===== config.mk =====
export PLATFORM = sky130hd
export DESIGN_NAME = dtim_count_and_tim_element_builder_unit
export DESIGN_NICKNAME = d
export VERILOG_FILES = /design/src/rtl/dtimtim_pkg.sv /design/src/rtl/dtimtim_ram.sv /design/src/rtl/dtimtim_ctrl.sv /design/src/rtl/dtimtim_dp.sv /design/src/rtl/dtim_count_and_tim_element_builder_unit.sv
export VERILOG_INCLUDE_DIRS = /design/src /design/src/rtl
export SDC_FILE = /design/constraint.sdc
export NUM_CORES = 2
export LEC_CHECK = 0
export BUFFER_PORTS_ARGS = -buffer_cell sky130_fd_sc_hd__buf_2
export CORE_MARGIN = 5
export CORE_UTILIZATION = 63
export CTS_CLUSTER_SIZE = 25
export DETAILED_ROUTE_END_ITERATION = 8
export PLACE_DENSITY = 0.87
export SLEW_MARGIN = 20
export SYNTH_ARGS = -nofsm -noshare
export SYNTH_HDL_FRONTEND = slang
export SYNTH_HIERARCHICAL = 1
export SYNTH_SLANG_ARGS = --single-unit

===== constraint.sdc =====
create_clock -name aclk -period 7.3 [get_ports aclk]
set_input_delay 0.73 -clock aclk [delete_from_list [all_inputs] [get_ports aclk]]
set_output_delay 0.73 -clock aclk [all_outputs]
set_load 0.02 [all_outputs]

===== src/rtl/assert_macros.svh =====
// Assertion macros shared by the TIM element builder RTL
`ifndef ASSERT_MACROS_SVH
`define ASSERT_MACROS_SVH

// check a property on every clock edge outside reset
`define ASSERT_CLK(label, prop, msg) \
    label: assert property (@(posedge aclk) disable iff (!aresetn) prop) else $error(msg);

// check that a condition never holds outside reset
`define ASSERT_NEVER(label, cond, msg) \
    `ASSERT_CLK(label, !(cond), msg)

`endif


===== src/rtl/dtimtim_pkg.sv =====
// Types and constants for the DTIM count and TIM element builder
`timescale 1ns / 1ps
package dtimtim_pkg;

    typedef enum logic [1:0] {
        REQ_WRITE   = 2'd0,
        REQ_BUILD   = 2'd1,
        REQ_ADVANCE = 2'd2,
        REQ_RELOAD  = 2'd3
    } req_type_t;

    typedef enum logic [1:0] {
        ST_IDLE,
        ST_RD_CTRL,
        ST_CALC,
        ST_BYTES
    } ctl_state_t;

    localparam logic CFG_DTIM_PERIOD  = 1'b0;
    localparam logic CFG_BITMAP_LIMIT = 1'b1;

    localparam logic [7:0] TIM_EID        = 8'd5;
    localparam logic [7:0] TIM_FIXED_BODY = 8'd3;
    localparam logic [8:0] TIM_HEADER     = 9'd5;
    localparam logic [7:0] LEN_ADDR       = 8'd0;
    localparam logic [7:0] CTRL_ADDR      = 8'd1;
    localparam logic [7:0] BITMAP_BASE    = 8'd2;

    typedef struct packed {
        logic wr_store;
        logic rd_len;
        logic rd_ctrl;
        logic load_setup;
        logic step;
        logic dtim_adv;
        logic dtim_reload;
    } ctl_cmd_t;

    typedef struct packed {
        logic word_done;
        logic last_byte;
        logic out_free;
    } dp_sts_t;

endpackage


===== src/rtl/dtimtim_ram.sv =====
// Single-port RAM with registered read
`timescale 1ns / 1ps
module dtimtim_ram #(
    parameter int WIDTH = 8,
    parameter int DEPTH = 256
) (
    input  logic                     aclk,
    input  logic                     en,
    input  logic                     we,
    input  logic [$clog2(DEPTH)-1:0] addr,
    input  logic [WIDTH-1:0]         wdata,
    output logic [WIDTH-1:0]         rdata
);
    logic [WIDTH-1:0] mem [DEPTH];

    always_ff @(posedge aclk) begin
        if (en) begin
            if (we) begin
                mem[addr] <= wdata;
            end else begin
                rdata <= mem[addr];
            end
        end
    end
endmodule


===== src/rtl/dtimtim_ctrl.sv =====
// Controller state machine for the TIM element builder
`timescale 1ns / 1ps
`include "assert_macros.svh"
module dtimtim_ctrl (
    input  logic                   aclk,
    input  logic                   aresetn,
    input  logic                   s_valid,
    input  dtimtim_pkg::req_type_t s_req,
    output logic                   s_ready,
    output dtimtim_pkg::ctl_cmd_t  cmd,
    input  dtimtim_pkg::dp_sts_t   sts
);
    import dtimtim_pkg::*;

    ctl_state_t state_reg, state_next;

    always_ff @(posedge aclk) begin
        if (!aresetn) begin
            state_reg <= ST_IDLE;
        end else begin
            state_reg <= state_next;
        end
    end

    always_comb begin
        state_next = state_reg;
        cmd        = '0;
        s_ready    = 1'b0;
        case (state_reg)
            ST_IDLE: begin
                s_ready = 1'b1;
                if (s_valid) begin
                    case (s_req)
                        REQ_WRITE:   cmd.wr_store = 1'b1;
                        REQ_BUILD: begin
                            cmd.rd_len = 1'b1;
                            state_next = ST_RD_CTRL;
                        end
                        REQ_ADVANCE: cmd.dtim_adv = 1'b1;
                        REQ_RELOAD:  cmd.dtim_reload = 1'b1;
                        default:     cmd = '0;
                    endcase
                end
            end
            ST_RD_CTRL: begin
                cmd.rd_ctrl = 1'b1;
                state_next  = ST_CALC;
            end
            ST_CALC: begin
                cmd.load_setup = 1'b1;
                state_next     = ST_BYTES;
            end
            ST_BYTES: begin
                cmd.step = !sts.word_done || sts.out_free;
                if (cmd.step && sts.last_byte) begin
                    state_next = ST_IDLE;
                end
            end
            default: state_next = ST_IDLE;
        endcase
    end

    `ASSERT_CLK(a_step_needs_room, cmd.step && sts.word_done |-> sts.out_free, "output full")
    `ASSERT_NEVER(a_accept_only_idle, s_ready && (state_reg != ST_IDLE), "taken in build")
endmodule


===== src/rtl/dtimtim_dp.sv =====
// Datapath: bitmap store, DTIM counter, element byte sequencing and packing
`timescale 1ns / 1ps
`include "assert_macros.svh"
module dtimtim_dp #(
    parameter int STORE_DEPTH    = 256,
    parameter int BYTES_PER_WORD = 8
) (
    input  logic                  aclk,
    input  logic                  aresetn,
    input  dtimtim_pkg::ctl_cmd_t cmd,
    output dtimtim_pkg::dp_sts_t  sts,
    input  logic [7:0]            store_address,
    input  logic [7:0]            store_data,
    input  logic                  cfg_we,
    input  logic                  cfg_index,
    input  logic [7:0]            cfg_data,
    output logic                  m_valid,
    input  logic                  m_ready,
    output logic [63:0]           m_element_word,
    output logic [3:0]            m_byte_count,
    output logic                  m_last_word,
    output logic [7:0]            m_element_length,
    output logic                  m_mcast_buffered
);
    import dtimtim_pkg::*;

    localparam int IDX_W = $clog2(STORE_DEPTH);
    localparam logic [3:0] BPW_CNT = 4'(BYTES_PER_WORD);
    localparam logic [3:0] BPW_M1  = 4'(BYTES_PER_WORD - 1);

    typedef logic [IDX_W-1:0] wrap_lut_t [256];

    function automatic wrap_lut_t build_wrap_lut();
        wrap_lut_t lut;
        for (int i = 0; i < 256; i++) begin
            lut[i] = IDX_W'(i % STORE_DEPTH);
        end
        return lut;
    endfunction

    localparam wrap_lut_t WRAP_LUT = build_wrap_lut();

    logic [7:0]  period_reg;
    logic [7:0]  limit_reg;
    logic [7:0]  count_reg, count_next;
    logic [7:0]  len_raw_reg;
    logic [7:0]  len_reg;
    logic [7:0]  ctrl_reg;
    logic [IDX_W-1:0] rd_ptr_reg;
    logic [8:0]  total_reg;
    logic [8:0]  pos_reg;
    logic [63:0] asm_word_reg;
    logic [3:0]  asm_cnt_reg;
    logic        out_valid_reg;
    logic [63:0] out_word_reg;
    logic [3:0]  out_cnt_reg;
    logic        out_last_reg;
    logic [7:0]  out_len_reg;
    logic        out_mcast_reg;

    logic             ram_en;
    logic [IDX_W-1:0] ram_addr;
    logic [IDX_W-1:0] rd_ptr_inc;
    logic [7:0]       ram_rdata;
    logic [8:0]       pos_next;
    logic [7:0]       offset_calc;
    logic [8:0]       reach;
    logic [7:0]       len_calc;
    logic [7:0]       cur_byte;
    logic [63:0]      new_word;

    assign pos_next   = pos_reg + 9'd1;
    assign rd_ptr_inc = (rd_ptr_reg == IDX_W'(STORE_DEPTH - 1)) ? '0 : rd_ptr_reg + 1'b1;

    always_comb begin
        if (cmd.wr_store) begin
            ram_addr = WRAP_LUT[store_address];
        end else if (cmd.rd_len) begin
            ram_addr = WRAP_LUT[LEN_ADDR];
        end else if (cmd.rd_ctrl) begin
            ram_addr = WRAP_LUT[CTRL_ADDR];
        end else begin
            ram_addr = rd_ptr_reg;
        end
    end

    assign ram_en   = cmd.wr_store || cmd.rd_len || cmd.rd_ctrl || cmd.step;

    dtimtim_ram #(
        .WIDTH (8),
        .DEPTH (STORE_DEPTH)
    ) u_store (
        .aclk  (aclk),
        .en    (ram_en),
        .we    (cmd.wr_store),
        .addr  (ram_addr),
        .wdata (store_data),
        .rdata (ram_rdata)
    );

    assign offset_calc = BITMAP_BASE + {ram_rdata[7:1], 1'b0};
    assign reach       = {1'b0, len_raw_reg} + {1'b0, offset_calc};
    assign len_calc    = (reach > {1'b0, limit_reg}) ? 8'd1 : len_raw_reg;

    always_comb begin
        case (pos_reg)
            9'd0:    cur_byte = TIM_EID;
            9'd1:    cur_byte = len_reg + TIM_FIXED_BODY;
            9'd2:    cur_byte = count_reg;
            9'd3:    cur_byte = period_reg;
            9'd4:    cur_byte = ctrl_reg;
            default: cur_byte = ram_rdata;
        endcase
    end

    assign new_word      = asm_word_reg | (64'(cur_byte) << {asm_cnt_reg[2:0], 3'b000});
    assign sts.last_byte = (pos_reg == total_reg - 9'd1);
    assign sts.word_done = (asm_cnt_reg == BPW_M1) || sts.last_byte;
    assign sts.out_free  = !out_valid_reg || m_ready;

    always_comb begin
        count_next = count_reg;
        if (cmd.dtim_adv) begin
            count_next = (count_reg == 8'd0) ? period_reg - 8'd1 : count_reg - 8'd1;
        end else if (cmd.dtim_reload && (period_reg != 8'd0)) begin
            count_next = period_reg - 8'd1;
        end
    end

    always_ff @(posedge aclk) begin
        if (!aresetn) begin
            period_reg    <= 8'd1;
            limit_reg     <= 8'd255;
            count_reg     <= 8'd0;
            out_valid_reg <= 1'b0;
            asm_cnt_reg   <= 4'd0;
            pos_reg       <= 9'd0;
        end else begin
            count_reg <= count_next;
            if (cfg_we) begin
                case (cfg_index)
                    CFG_DTIM_PERIOD:  period_reg <= cfg_data;
                    CFG_BITMAP_LIMIT: limit_reg  <= cfg_data;
                    default:          period_reg <= period_reg;
                endcase
            end
            if (cmd.load_setup) begin
                pos_reg     <= 9'd0;
                asm_cnt_reg <= 4'd0;
            end else if (cmd.step) begin
                pos_reg <= pos_next;
                if (sts.word_done) begin
                    asm_cnt_reg <= 4'd0;
                end else begin
                    asm_cnt_reg <= asm_cnt_reg + 4'd1;
                end
            end
            if (cmd.step && sts.word_done) begin
                out_valid_reg <= 1'b1;
            end else if (m_ready) begin
                out_valid_reg <= 1'b0;
            end
        end
    end

    always_ff @(posedge aclk) begin
        if (cmd.rd_ctrl) begin
            len_raw_reg <= ram_rdata;
        end
        if (cmd.load_setup) begin
            rd_ptr_reg <= WRAP_LUT[offset_calc];
        end else if (cmd.step && (pos_reg >= TIM_HEADER - 9'd1)) begin
            rd_ptr_reg <= rd_ptr_inc;
        end
        if (cmd.load_setup) begin
            ctrl_reg     <= ram_rdata;
            len_reg      <= len_calc;
            total_reg    <= TIM_HEADER + {1'b0, len_calc};
            asm_word_reg <= '0;
        end else if (cmd.step) begin
            asm_word_reg <= sts.word_done ? '0 : new_word;
        end
        if (cmd.step && sts.word_done) begin
            out_word_reg  <= new_word;
            out_cnt_reg   <= asm_cnt_reg + 4'd1;
            out_last_reg  <= sts.last_byte;
            out_len_reg   <= total_reg[7:0];
            out_mcast_reg <= ctrl_reg[0];
        end
    end

    assign m_valid          = out_valid_reg;
    assign m_element_word   = out_word_reg;
    assign m_byte_count     = out_cnt_reg;
    assign m_last_word      = out_last_reg;
    assign m_element_length = out_len_reg;
    assign m_mcast_buffered = out_mcast_reg;

    `ASSERT_CLK(a_out_cnt_range, out_valid_reg |-> (out_cnt_reg - 4'd1) < BPW_CNT, "bad byte count")
    `ASSERT_NEVER(a_asm_cnt_bound, asm_cnt_reg >= BPW_CNT, "assembly count overflow")
endmodule


===== src/rtl/dtim_count_and_tim_element_builder_unit.sv =====
// Top level of the DTIM count keeper and TIM element builder
`timescale 1ns / 1ps
// Keeps a byte store for the traffic indication bitmap (byte 0 partial-bitmap
// length, byte 1 bitmap control, bitmap after that) and a DTIM counter. Store
// write, DTIM advance and DTIM reload items are handled in the idle state. A
// build item first fetches length and control from the single-port store, then
// steps one element byte per cycle (5 + bitmap length, so 5 to 260 bytes), since
// the store port delivers one byte a cycle, except that stepping stalls while a
// finished word waits on m_tready. The input is not taken during a build.
// Store contents are undefined after reset until written; there is no clearing
// pass. Configuration writes are taken every cycle and must only occur while idle.
module dtim_count_and_tim_element_builder_unit #(
    parameter int STORE_DEPTH    = 256,
    parameter int BYTES_PER_WORD = 8
) (
    input  logic        aclk,
    input  logic        aresetn,
    input  logic        s_tvalid,
    output logic        s_tready,
    input  logic [15:0] s_tdata,   // [7:0] store_address, [15:8] store_data
    input  logic [1:0]  s_tuser,   // [1:0] req_type
    output logic        m_tvalid,
    input  logic        m_tready,
    output logic [79:0] m_tdata,   // [63:0] element_word, [67:64] byte_count,
                                   // [75:68] element_length, [76] mcast_buffered
    output logic        m_tlast,   // last_word
    input  logic        cfg_valid,
    output logic        cfg_ready,
    input  logic        cfg_index,
    input  logic [7:0]  cfg_data
);
    import dtimtim_pkg::*;

    ctl_cmd_t    cmd;
    dp_sts_t     sts;
    req_type_t   req;
    logic [63:0] element_word;
    logic [3:0]  byte_count;
    logic [7:0]  element_length;
    logic        mcast_buffered;

    assign req       = req_type_t'(s_tuser);
    assign cfg_ready = 1'b1;

    dtimtim_ctrl u_ctrl (
        .aclk    (aclk),
        .aresetn (aresetn),
        .s_valid (s_tvalid),
        .s_req   (req),
        .s_ready (s_tready),
        .cmd     (cmd),
        .sts     (sts)
    );

    dtimtim_dp #(
        .STORE_DEPTH    (STORE_DEPTH),
        .BYTES_PER_WORD (BYTES_PER_WORD)
    ) u_dp (
        .aclk             (aclk),
        .aresetn          (aresetn),
        .cmd              (cmd),
        .sts              (sts),
        .store_address    (s_tdata[7:0]),
        .store_data       (s_tdata[15:8]),
        .cfg_we           (cfg_valid),
        .cfg_index        (cfg_index),
        .cfg_data         (cfg_data),
        .m_valid          (m_tvalid),
        .m_ready          (m_tready),
        .m_element_word   (element_word),
        .m_byte_count     (byte_count),
        .m_last_word      (m_tlast),
        .m_element_length (element_length),
        .m_mcast_buffered (mcast_buffered)
    );

    assign m_tdata = {3'b000, mcast_buffered, element_length, byte_count, element_word};
endmodule

# == Word level (Yosys, flattened, before mapping) ==
# Memories as Yosys holds them, arrays and structs flattened. A register that Yosys moved wholly into a read port is not among the register bits.
# Cells that the tools add are included.
# word_totals
reg_bits,223
latch_bits,0
n_memories,3
in_bits,32
mem_bits_rw,2048
rom_bits,4096
# memory_table
name,words,width,read_ports,rd_ports_with_merged_regs,wr,line,rtl
(name not given),256,8,1,0,0,dtimtim_dp.sv:171,rd_ptr_reg <= WRAP_LUT[offset_calc];
(name not given),256,8,1,0,0,dtimtim_dp.sv:77,ram_addr = WRAP_LUT[store_address];
u_dp.u_store.mem,256,8,1,1,1,dtimtim_ram.sv:14,logic [WIDTH-1:0] mem [DEPTH];
# classes
shifts,1
reduce_logical,25
mux,37
n_addsub,10
n_mul,0
n_eq_ne,16
n_bitwise,6
n_div,0
order_cmp,4
# op_table
cell,n
2-to-1 mux 8 bit,14
2-to-1 mux 64 bit,1
OR 64 bit,1
left shift 8 x 6 -> 64 bit,1
case mux 8 bit (5 select lines),1
== test 9 x 2 -> 1 bit (second input constant),2
greater-or-equal comparator 9 bit (second input constant),2
NOT 8 -> 9 bit,2
subtractor 8 x 1 -> 8 bit (second input constant),2
2-to-1 mux 1 bit,10
2-to-1 mux 2 bit,5
adder 3 x 8 -> 9 bit (first input constant),1
adder 8 x 8 -> 9 bit,1
adder 9 x 1 -> 9 bit (second input constant),1
== test 9 x 1 -> 1 bit (second input constant),1
== test 9 x 3 -> 1 bit (second input constant),1
== test 9 bit,1
greater-or-equal comparator 9 x 3 -> 1 bit (second input constant),1
greater-than comparator 9 x 8 -> 1 bit,1
zero test 9 bit,1
subtractor 9 x 1 -> 9 bit (second input constant),1
adder 2 x 8 -> 8 bit (first input constant),1
adder 8 x 1 -> 8 bit (second input constant),1
adder 8 x 2 -> 8 bit (second input constant),1
other kinds (22),45

# == Logic depth before layout (Yosys ltp) ==
# depth
ltp_word,9
mapped_depth,20
mapped_depth_nobuf,18

# == By module ==
# The synthesis kept the hierarchy.
# modules_own_cells
module,n_inst,seq_area_each_um2,area_per_inst_um2,cells_each
dtimtim_ram,1,61739.2,78376.4,3526
dtimtim_dp,1,5615.4,10301.1,943
dtimtim_ctrl,1,40.0,216.5,28
dtim_count_and_tim_element_builder_unit,1,0.0,45.0,7

# == Worst setup path before layout ==
# Ideal clock, no wire load.
# synth_timing
path_type,register to register
startpoint,register u_dp.total_reg[0]
endpoint,"register u_dp.out_cnt_reg[0], in the netlist u_dp/m_byte_count[0], enable pin"
required_time_ns,6.855
path_slack_ns,2.029
path_stages_with_launch,15
setup_ns,0.445
path_buffers,4
t_arrival_ns,4.826
synth_period_minus_slack_ns,5.271
path_cell_list,edfxtp_1 > inv_1 > ha_1 > nor3b_2 > xnor2_1 > o31ai_1 > a32oi_1 > o22ai_2 > buf_2 > nand2b_1 > and2_1 > clkbuf_1 > clkbuf_1 > clkbuf_1 > and2_1
# synth_rtl
element,line,rtl
"start, declared",dtimtim_dp.sv:50,logic [8:0] total_reg;
"start signal, assigned",dtimtim_dp.sv:178,"total_reg <= TIM_HEADER + {1'b0, len_calc};"
"end signal, assigned",dtimtim_dp.sv:185,out_cnt_reg <= asm_cnt_reg + 4'd1;
"end, declared",dtimtim_dp.sv:56,logic [3:0] out_cnt_reg;

==> flow_summary.ini <==
[logic_synthesis]
synth_edf_count = 2175
ys_ff_latch = 2279
synth.distinct_cells = 78
synthCells = 4504
netlist_area_um2 = 88900
async_flop_share_pct = 0
yosysWarnings = 6
syn_avg_cell_area_um2 = 19.7
ys.flop_type = edfxtp_1
yosysSeqAreaShare_pct = 75.8

[power_and_ir_drop]
pwr-share-comb_pct = 23.1
power.density_nw_per_um2 = 342
power.switching_w = 0.0101
clockPowerShare_pct = 33.5
ir_worst_vdd_mv = 0.277
intPower_w = 0.0237
leakage_nw = 31.1
sw_frac_of_total_pct = 29.8
power_frac_seq_pct = 43.4

[floorplan]
fp.dieH_um = 386
rows = 137
die_area_um2 = 149000
coreArea_um2 = 140000
pin_count = 116
dieWidth_um = 386
start_util_pct = 63.6

[placement]
portBuffers = 111
dpl_worst_slack_ns = 1.12
dpl_cell_area_um2 = 91500
hpwl_um = 129000
place.gp.congestion = 0.886

[critical_path]
path_class = register to register
worstPathCellList = inv_1, ha_1, nand2b_1, nor2_1, nor2_1, nand2_1, o21ai_4, buf_4, buf_4, mux4_2, a22oi_1, a21oi_1, o41ai_1, nand4_1
cpPeakStageDelay_ns = 1.00
worstSetupEndpointType = register
cp_data_arrival_time_ns = 7.28
crit_slowest_cell = o41ai_1
crit_fanout = 48
critPathRequiredTime_ns = 7.83
start_kind = register

[clocking]
post_cts_resized = 0
root_buffer = clkbuf_16
clock-sinks = 2279
clkTransAtPathRegs_ns = 0.07
clk_path_buf_depth = 3
postCtsSetupBuffers = 0
numCtsBuffers = 208
hold_buffers = 0
insertion_delay_ns = 0.89
htreeDepth = 4
cts_tree = done

[drt]
drt_iter0_markers = 9733
routedWlPerCell_um = 37.6
drc = 0
m1WireLength_um = 77000
vias_per_cell = 7.58
num_vias = 50600
wl_met2_um = 120000
wl_met3_um = 35700
drtAntennaViolNets = 0
wirelength_um = 251000
topRoutingLayerUsed = met5
drtPass1Iterations = 9

[global_routing]
grt_pass1_vias = 50100
grt.total_usage_pct = 34.2
grt_overflow = 0
grt_start_max_net_pins = 176
grt_pass1_wl_um = 363000
grt_antenna_before_repair = 13

[cells_and_area]
design_area_um2 = 98600
multiInputGateArea_um2 = 20200
drive_above_1_share_pct = 22.7
seq_area_um2 = 67400
area_growth_pct = 10.8
fill_cells = 7405
fin_nets = 4684
largest_reg_flops = 2048

[status]
run_status = complete, no violations

[sta]
rsz0062_at_grt = no
fmax_mhz = 148
tns_ns = 0
slew_violations = 0
fin_crit_sh_pct = 92.5
fin_ws_ns = 0.546
worstMarginPinSlew_ns = 1.27
final-setup-viol-count = 0
slew_headroom_pct = 14.0
finalHoldViolations = 0
period_needed_ns = 6.75
skew_ns = 0.0744

[min_path]
hp-class = input pin to register

[job]
maxCapViolCount = 0
## power groups by stage
stage / Sequential (W) / Combinational [W] / Clock [W]
after floorplan: 0.0148 / 0.00495 / 0
after global placement: 0.0149 / 0.00694 / 0
after detailed placement: 0.0149 / 0.00717 / 0
after CTS: 0.0146 / 0.00752 / 0.0114
after global routing: 0.0147 / 0.00800 / 0.0120
final: 0.0147 / 0.00778 / 0.0113
## cell families (layout without fill, tap and decap cells)
| kind of cell | after synthesis | count (layout) | synth area share (%) |
|---|---|---|---|
| AO/OA/AOI/OAI | 743 | 743 | 5.74 |
| adder cells (fa/ha/maj) | 37 | 37 | 0.529 |
| other | 2 | 12 | 0.00844 |
| XOR/XNOR | 50 | 50 | 0.492 |
| AND/OR/NAND/NOR | 550 | 550 | 2.77 |
| multiplexers | 516 | 516 | 13.0 |
| buffers and inverters | 327 | 611 | 1.67 |
| flip-flops | 2279 | 2279 | 75.8 |
## final timing paths
check	to	slack, ns	startpoint	depth (start not counted)
setup / recovery	u_dp/u_store/rdata[4]	0.55	u_ctrl/state_reg[1]	14
hold / removal	u_dp/limit_reg[2]	0.13	cfg_data[2]	3
setup reg to reg	u_dp/u_store/rdata[4]	0.55	u_ctrl/state_reg[1]	14
hold reg to reg	u_dp/m_mcast_buffered	0.50	u_dp/ctrl_reg[0]	0
## Yosys cell counts (14+ instances only)
library cell,n,area (um2)
a211oi_1,57,428
nor2_1,303,1140
a21oi_1,212,1060
xnor2_1,34,298
a21o_1,69,518
o21ai_0,34,170
clkbuf_1,177,664
xor2_1,16,140
nand3_1,29,145
and3_1,14,87.6
buf_1,28,105
ha_1,36,450
inv_1,33,124
nand4_1,14,87.6
buf_4,20,150
o41ai_1,32,280
edfxtp_1,2175,65300
and2_1,16,100
buf_2,52,260
a22oi_1,259,1940
dfxtp_1,104,2080
buf_6,16,180
mux4_2,512,11500
nand2_1,108,405
## critical path, delay by kind of cell, from the launching register on
kind / cells / cell delay, ns
fa+ha+maj: 1 / 0.24
flops: 1 / 0.41
buf+inv: 3 / 1.58
mux: 1 / 0.44
compound gates: 4 / 2.28
simple gates: 5 / 1.34
## routing by layer
layer,GRT usage [%],vias up
met4,19.2,12
met1,44.0,25200
li1,-,18800
met5,0,-
met2,53.8,5373
met3,9.35,1175
## area by class of cell
class	instances	share of cell area [%]
diodes	8	0.0203
clock buffers	239	5.44
clock inverters	146	1.62
inverters	33	0.126
multi-input cells	1900	20.5
flip-flops and latches	2279	68.4
well taps	1876	2.38
repair buffers	193	1.50
## metrics by stage
stage / hold slack, ns / cells / utilization, % / total power (W)
2_1_floorplan: 0.421 / 4506 / - / 0.0198
3_3_place_gp: 0.483 / 6276 / 65.4 / 0.0219
5_1_grt: 0.0896 / 6666 / 70.5 / 0.0346
6_report: 0.125 / 6674 / 70.5 / 0.0337
3_5_place_dp: 0.491 / 6279 / 65.4 / 0.0221
4_1_cts: 0.0600 / 6664 / 70.4 / 0.0335
## layout by cell type (no fill, tap or decap), types with 9 or more instances in the layout
master,netlist,final
clkinvlp_4,0,13
a22oi_1,259,259
clkinv_2,0,40
ha_1,36,35
clkbuf_8,0,9
nand4_1,14,14
clkinv_1,0,50
and3_1,14,14
nand3_1,29,29
a211oi_2,10,10
o41ai_2,0,10
clkbuf_1,177,28
nand2_1,108,103
inv_1,33,33
a21o_1,69,69
bufinv_16,0,25
mux4_2,512,512
a21oi_1,212,212
buf_12,0,15
edfxtp_1,2175,2175
buf_4,20,61
buf_2,52,104
xnor2_1,34,34
nand2b_1,13,12
dfxtp_1,104,104
and2_1,16,13
o211ai_1,13,13
a31oi_1,13,13
clkbuf_16,0,209
nor3_1,10,10
nor2_1,303,296
o21ai_0,34,30
xor2_1,16,16
o41ai_1,32,22
a211oi_1,57,57
No activity file was read; power rests on OpenSTA's default activity.
